[config.mk]
export PLATFORM = sky130hd
export DESIGN_NAME = rgbconv_cell
export DESIGN_NICKNAME = d
export VERILOG_FILES = /design/src/hdl/rgbconv_pkg.sv /design/src/hdl/rgbconv_cell.sv
export SDC_FILE = /design/constraint.sdc
export NUM_CORES = 1
export LEC_CHECK = 0
export BUFFER_PORTS_ARGS = -buffer_cell sky130_fd_sc_hd__buf_2
export CAP_MARGIN = 40
export CORE_MARGIN = 3
export CORE_UTILIZATION = 47
export CTS_BUF_LIST = sky130_fd_sc_hd__clkbuf_4 sky130_fd_sc_hd__clkbuf_8
export CTS_CLUSTER_SIZE = 12
export DETAILED_ROUTE_END_ITERATION = 6
export PLACE_DENSITY = 0.83
export SKIP_LAST_GASP = 1
export SLEW_MARGIN = 20
export SYNTH_ARGS = -nofsm -noshare
export SYNTH_HDL_FRONTEND = slang
export SYNTH_SLANG_ARGS = --single-unit
[constraint.sdc]
create_clock -name clk -period 2.4 [get_ports clk]
set_clock_uncertainty 0.2 [all_clocks]
set_input_delay 0.24 -clock clk [delete_from_list [all_inputs] [get_ports clk]]
set_output_delay 0.24 -clock clk [all_outputs]
set_load 0.05 [all_outputs]
[src/hdl/rgbconv_pkg.sv]
// ----------------------------------------------------------------------------
// rgbconv_pkg
// Shared types, register indexes and kernel arithmetic for the 3x3 RGB filter.
// ----------------------------------------------------------------------------
package rgbconv_pkg;

  // configuration port
  localparam int CFG_IW = 2;
  localparam int CFG_DW = 11;

  localparam logic [CFG_IW-1:0] REG_FRAME_WIDTH  = 2'd0;
  localparam logic [CFG_IW-1:0] REG_FRAME_HEIGHT = 2'd1;
  localparam logic [CFG_IW-1:0] REG_KERNEL_MODE  = 2'd2;

  localparam int FRAME_WIDTH_RESET  = 640;
  localparam int FRAME_HEIGHT_RESET = 480;
  localparam int MAX_HEIGHT         = 1024;

  localparam logic MODE_BLUR    = 1'b0;
  localparam logic MODE_SHARPEN = 1'b1;

  localparam int WIN_COLS = 3;

  // one rgb pixel, red in the top byte
  typedef struct packed {
    logic [7:0] red;
    logic [7:0] green;
    logic [7:0] blue;
  } pix_t;

  // one window column, top row first
  typedef struct packed {
    pix_t top;
    pix_t mid;
    pix_t bot;
  } col_t;

  // column sums of one channel
  typedef struct packed {
    logic [9:0] plain;     // top + mid + bot
    logic [9:0] weighted;  // top + 2*mid + bot
  } chsum_t;

  typedef struct packed {
    chsum_t red;
    chsum_t green;
    chsum_t blue;
  } col_sum_t;

  // kernel sums before scaling, two's complement
  typedef struct packed {
    logic [12:0] red;
    logic [12:0] green;
    logic [12:0] blue;
  } raw_t;

  typedef struct packed {
    logic main_px;   // result for the pixel up and to the left
    logic filt_px;   // that pixel is an interior pixel
    logic last_col;  // extra border result at the end of the row above
    logic last_row;  // extra border result for the current pixel
  } flags_t;

  typedef struct packed {
    logic [9:0] row_up;
    logic [9:0] row_cur;
    logic [9:0] col_left;
    logic [9:0] col_cur;
    flags_t     flags;
  } tag_t;

  // combine three column sums of one channel
  function automatic logic [12:0] conv_raw(chsum_t a, chsum_t b, chsum_t c,
                                           logic [7:0] m, logic mode);
    logic [12:0] blur;
    logic [12:0] s_all;
    logic [12:0] ten_m;
    blur  = 13'(a.weighted) + (13'(b.weighted) << 1) + 13'(c.weighted);
    s_all = 13'(a.plain) + 13'(b.plain) + 13'(c.plain);
    ten_m = (13'(m) << 3) + (13'(m) << 1);
    return (mode == MODE_SHARPEN) ? (ten_m - s_all) : blur;
  endfunction

  // divide by 16 for blur, clamp to 0..255 for sharpen
  function automatic logic [7:0] px_final(logic [12:0] raw, logic mode);
    logic [7:0] res;
    if (mode == MODE_SHARPEN) begin
      if (raw[12]) res = 8'd0;
      else if (raw[11:8] != 4'd0) res = 8'hff;
      else res = raw[7:0];
    end else begin
      res = raw[11:4];
    end
    return res;
  endfunction

endpackage

[src/hdl/rgbconv_cell.sv]
// ----------------------------------------------------------------------------
// rgbconv_cell
// One column of the 3x3 window; passes its column on to the next cell.
// ----------------------------------------------------------------------------
module rgbconv_cell import rgbconv_pkg::*; (
  input  logic     clk,
  input  logic     rst_n,
  input  logic     shift_en,
  input  col_t     col_in,
  output col_t     col_out,
  output col_sum_t sum_out
);

  col_t col_r;

  function automatic chsum_t ch_sum(logic [7:0] t, logic [7:0] m, logic [7:0] b);
    chsum_t s;
    s.plain    = 10'(t) + 10'(m) + 10'(b);
    s.weighted = 10'(t) + (10'(m) << 1) + 10'(b);
    return s;
  endfunction

  always_ff @(posedge clk) begin
    if (!rst_n) begin
      col_r <= '0;
    end else if (shift_en) begin
      col_r <= col_in;
    end
  end

  assign col_out       = col_r;
  assign sum_out.red   = ch_sum(col_r.top.red,   col_r.mid.red,   col_r.bot.red);
  assign sum_out.green = ch_sum(col_r.top.green, col_r.mid.green, col_r.bot.green);
  assign sum_out.blue  = ch_sum(col_r.top.blue,  col_r.mid.blue,  col_r.bot.blue);

endmodule

==> results.yml, run 1 <==
run_status:
  outcome: "aborted with a tool error"
  lastStage: "global routing (5_1_grt)"
  error: "[ERROR GRT-0232] Routing congestion too high. Check the congestion heatmap in the GUI."
place:
  pre_cts_slack_ps: -526
  port_buffers: 206
  hpwl_mm: 14.9
  placed_area_um2: 9430
  place_congestion: 0.844
clocking:
  clk_path_buf_depth: 2
  htreeDepth: 3
  cts-root-buf: "clkbuf_8"
  cts.sinks: 72
  cts_inserted_buffers: 9
synth:
  synth_ff_type: "dfxtp_1"
  ys_seq_area_frac: 0.252
  synthCells: 562
  synth_top_cell_by_area: "dfxtp_1"
  syn-num-nets: 736
  yosysUniqueCellTypes: 42
  synth-edff-count: 0
  yosys_warnings: 0
  async_flop_share: 0
  avgSynthCellArea_um2: 10.2
  synth_top_area_frac: 0.252
  yosys_register_bits: 72
  synth_area_leaders: "dfxtp_1 25%, fa_1 18%, mux2i_1 13%"
  syn-cell-area_um2: 5720
floorplan:
  num_rows: 39
  die_h_um: 116
  initial_utilization: 0.491
  die-width_um: 116
  pin_count: 207
timing:
  crit_endpoint: "sum_out[8]"
  worstEpCategory: "primary output"
global_routing:
  grt_max_degree: 73
  overflow: 549
  grt_usage: 0.853
-- cells in the mapped netlist, types with 2 or more instances --
cell	instances
nor2_1	13
nor2b_1	80
nor3b_1	3
a221oi_1	2
clkbuf_1	10
xnor2_1	13
nand2_1	16
ha_1	48
nand3_1	10
a21oi_2	2
a2111oi_4	3
a31oi_1	3
nand2b_1	2
nor4_1	3
a211oi_1	2
o21ai_1	2
or2_1	2
a2111oi_0	2
nor3_1	7
a21oi_1	27
buf_2	8
xor2_1	13
dfxtp_1	72
o21ai_0	9
fa_1	51
mux2i_1	74
inv_1	51
o21bai_1	4
mux2_4	3
a311o_1	3
a21o_1	11
a211o_1	2
a21boi_1	2
-- cell families after synthesis --
group,synth area share
mux,0.137
flops,0.252
xor+xnor,0.0398
fa+ha+maj,0.283
compound gates,0.103
simple gates,0.138
buf+inv,0.0470
-- metal layers --
| metal | track usage | overflow |
|---|---|---|
| met1 | 0.779 | 1 |
| met2 | 1.10 | 374 |
| met3 | 0.622 | 1 |
| met4 | 1.02 | 170 |
| met5 | 0.137 | 3 |
-- per-stage QoR --
step                      cells   util  hold slack [ps]
after floorplan             562      -              208
after global placement     1055  0.809              294
after detailed placement   1055  0.809              303
after CTS                  1155  0.948             4.52
-- repair_timing --
action	CTS
setup endpoints to repair	48
pin swaps	67
cloned	0
resized for setup	167
buffers inserted	14
hold buffers	71
hold endpoints to repair	71
==> run 2: changes to the inputs <==
--- a/config.mk
+++ b/config.mk
@@ -8,11 +8,9 @@
 export BUFFER_PORTS_ARGS = -buffer_cell sky130_fd_sc_hd__buf_2
 export CAP_MARGIN = 40
 export CORE_MARGIN = 3
-export CORE_UTILIZATION = 47
-export CTS_BUF_LIST = sky130_fd_sc_hd__clkbuf_4 sky130_fd_sc_hd__clkbuf_8
-export CTS_CLUSTER_SIZE = 12
+export CORE_UTILIZATION = 40
 export DETAILED_ROUTE_END_ITERATION = 6
-export PLACE_DENSITY = 0.83
+export PLACE_DENSITY_LB_ADDON = 0.15
 export SKIP_LAST_GASP = 1
 export SLEW_MARGIN = 20
 export SYNTH_ARGS = -nofsm -noshare
==> constraint.sdc (replaced) <==
create_clock -name clk -period 3.1 [get_ports clk]
set_clock_uncertainty 0.2 [all_clocks]
set_input_delay 0.31 -clock clk [delete_from_list [all_inputs] [get_ports clk]]
set_output_delay 0.31 -clock clk [all_outputs]
set_load 0.05 [all_outputs]
==> results.yml, run 2 <==
run_status:
  outcome: "finished with violations"
  violations: "setup timing"
timing:
  hold_ws_ps: 25.9
  hold_viol: 0
  setup_viol: 6
  slew_violations: 0
  max_freq_mhz: 313
  slew_headroom: 0.622
  rsz0062_at_grt: "yes"
  finalCriticalPeriod_ps: 3190
  setup_slack_ps: -94.7
  tightest_slew_ps: 567
  finalCritPeriodShare: 1.03
power:
  power_density_nw_per_um2: 504
  clockPowerShare: 0.227
  ir_worst_vdd_mv: 0.275
  power_frac_seq: 0.252
  p_comb_frac: 0.522
  intPower_mw: 2.29
  swShare: 0.457
  power_switching_mw: 1.93
  leakage_nw: 4.05
synth:
  synthSimpleGateAreaFrac: 0.138
  synth_top_cell_by_area: "dfxtp_1"
  avgSynthCellArea_um2: 10.2
  yosysUniqueCellTypes: 42
  syn-cell-area_um2: 5720
  synth_area_leaders: "dfxtp_1 25%, fa_1 18%, mux2i_1 13%"
  synth-compound-area-share: 0.103
  yosys_warnings: 0
  synth_fa_ha_area_frac: 0.283
  synth_top_family_by_area: "adder cells"
  synth-edff-count: 0
  yosys-mux-area-fraction: 0.137
  yosys_register_bits: 72
  syn-num-nets: 736
  synth_top_area_frac: 0.252
  ys_seq_area_frac: 0.252
  synth_xor_area_frac: 0.0398
  synthCells: 562
  async_flop_share: 0
  synth_most_common_cell: "nor2b_1"
  synth_common_cells: "80 x nor2b_1, 74 x mux2i_1, 72 x dfxtp_1"
  synth_ff_type: "dfxtp_1"
drt:
  num_vias: 4819
  firstDrtPassIters: 4
  dr.first_iter.drc_count: 134
  drt_wl_total_mm: 15.8
  vias_per_cell: 4.95
  ant_nets: 0
  route.detailed.wl_per_inst_um: 16.3
  drc: 0
place:
  port_buffers: 206
  placed_cells: 938
  pre_cts_slack_ps: 31.2
  place_congestion: 0.833
  hpwl_mm: 12.1
finish:
  final_cell_mix: "180 x buf_2, 78 x nor2b_1, 74 x mux2i_1"
  fin_cells: 974
  layout-drive-gt1-share: 0.527
  nets: 962
  fillers: 1168
  layout_commonest_cell: "buf_2"
  syn_to_final_growth_pct: 46.5
  largest_reg_flops: 72
global_routing:
  grt_pass1_wl_mm: 24.9
  overflow: 0
  grt_pass1_vias: 4895
  grt_max_degree: 39
  grt_usage: 0.195
  antenna_found_initial: 1
clocking:
  cts.sinks: 72
  cts_inserted_buffers: 9
  htreeDepth: 3
  clk_pin_slew_ps: 60
  clk_path_buf_depth: 2
  cts_tree: "done"
  cts-root-buf: "clkbuf_16"
  clk_latency_ps: 330
worst_setup_path:
  cp-start-kind: "flop"
  path_class: "reg -> out"
  worstSetupEndpointType: "output pin"
  worstPathArrival_ps: 2680
  required_ps: 2590
  cp_max_fo: 4
hold_path:
  hp-class: "in -> reg"
job:
  drv_cap: 0
floorplan:
  pin_count: 207
  die-width_um: 126
  die_h_um: 126
  num_rows: 43
  initial_utilization: 0.411
  dieArea_um2: 15800
  core-area_um2: 13900
## run 2: cell counts after synthesis
No cell type changed its count.
## run 2: layout make-up
class	instances	area [um^2]	share of cell area
Inverter	51	191	0.0228
Multi-Input combinational cell	421	4690	0.559
Tap cell	180	225	0.0269
Antenna cell	1	2.50	0.000298
Clock buffer	10	229	0.0273
Clock inverter	6	43.8	0.00522
Timing Repair Buffer	233	1390	0.165
Sequential cell	72	1610	0.193
## run 2: cell families (layout without fill, tap and decap cells)
group | after synthesis | after routing
and+or+nand+nor | 139 | 139
adders and majority gates | 99 | 99
AOI/OAI and AO/OA | 80 | 80
muxes | 77 | 77
DFF | 72 | 72
buffers and inverters | 69 | 300
xor gates and xnor gates | 26 | 26
other | 0 | 1
## run 2: worst max-delay path: stages, from the launching register on
cell	delay (ps)
dfxtp_4	360
inv_2	40
fa_1	530
inv_1	50
ha_2	180
fa_2	340
a21o_1	210
a41oi_4	300
xnor2_2	160
buf_6	180
## run 2: routing by layer
layer / track usage / vias to the layer above / share of wire
met5: 0 / - / 0
met4: 0.0536 / 0 / 0.018
met3: 0.0496 / 22 / 0.062
met2: 0.328 / 152 / 0.49
met1: 0.248 / 2267 / 0.43
li1: - / 2378 / -
## run 2: through the flow
step                      power (mW)  utilization  TNS, ps  instance area, um^2
final                           4.22        0.602     -223                 8380
after global routing            4.46        0.602    -1580                 8380
after CTS                       4.11        0.569     -347                 7930
after detailed placement        2.98        0.521        0                 7260
after global placement          2.95        0.519        0                 7230
after floorplan                 2.57            -   -0.102                 5980
## run 2: path summary, 6_finish.rpt
check                                 start           to  slack [ps]  depth (start not counted)
worst max register to register  col_out[41]  col_out[41]        2130                          3
worst min-delay path             col_in[65]  col_out[65]          30                          3
worst min register to register  col_out[32]  col_out[32]         340                          2
worst max-delay path             col_out[9]  sum_out[27]         -90                          9
## run 2: timing repair
| item | 4_1_cts | 5_1_grt |
|---|---|---|
| setup buffers | 7 | 12 |
| hold buffers | 0 | 0 |
| setup endpoints to repair | 27 | 28 |
| cloned | 0 | 0 |
| gates resized for setup | 82 | 75 |
| pin swaps | 31 | 41 |
## run 2: power by group through the flow
| stage | clock network (mW) | registers (mW) | logic (mW) |
|---|---|---|---|
| 3_3_place_gp | 0 | 1.09 | 1.86 |
| 6_report | 0.957 | 1.06 | 2.20 |
| 4_1_cts | 0.997 | 1.07 | 2.04 |
| 2_1_floorplan | 0 | 1.26 | 1.31 |
| 3_5_place_dp | 0 | 1.09 | 1.89 |
| 5_1_grt | 1.04 | 1.08 | 2.34 |
Power figures use the tool's default switching activity.
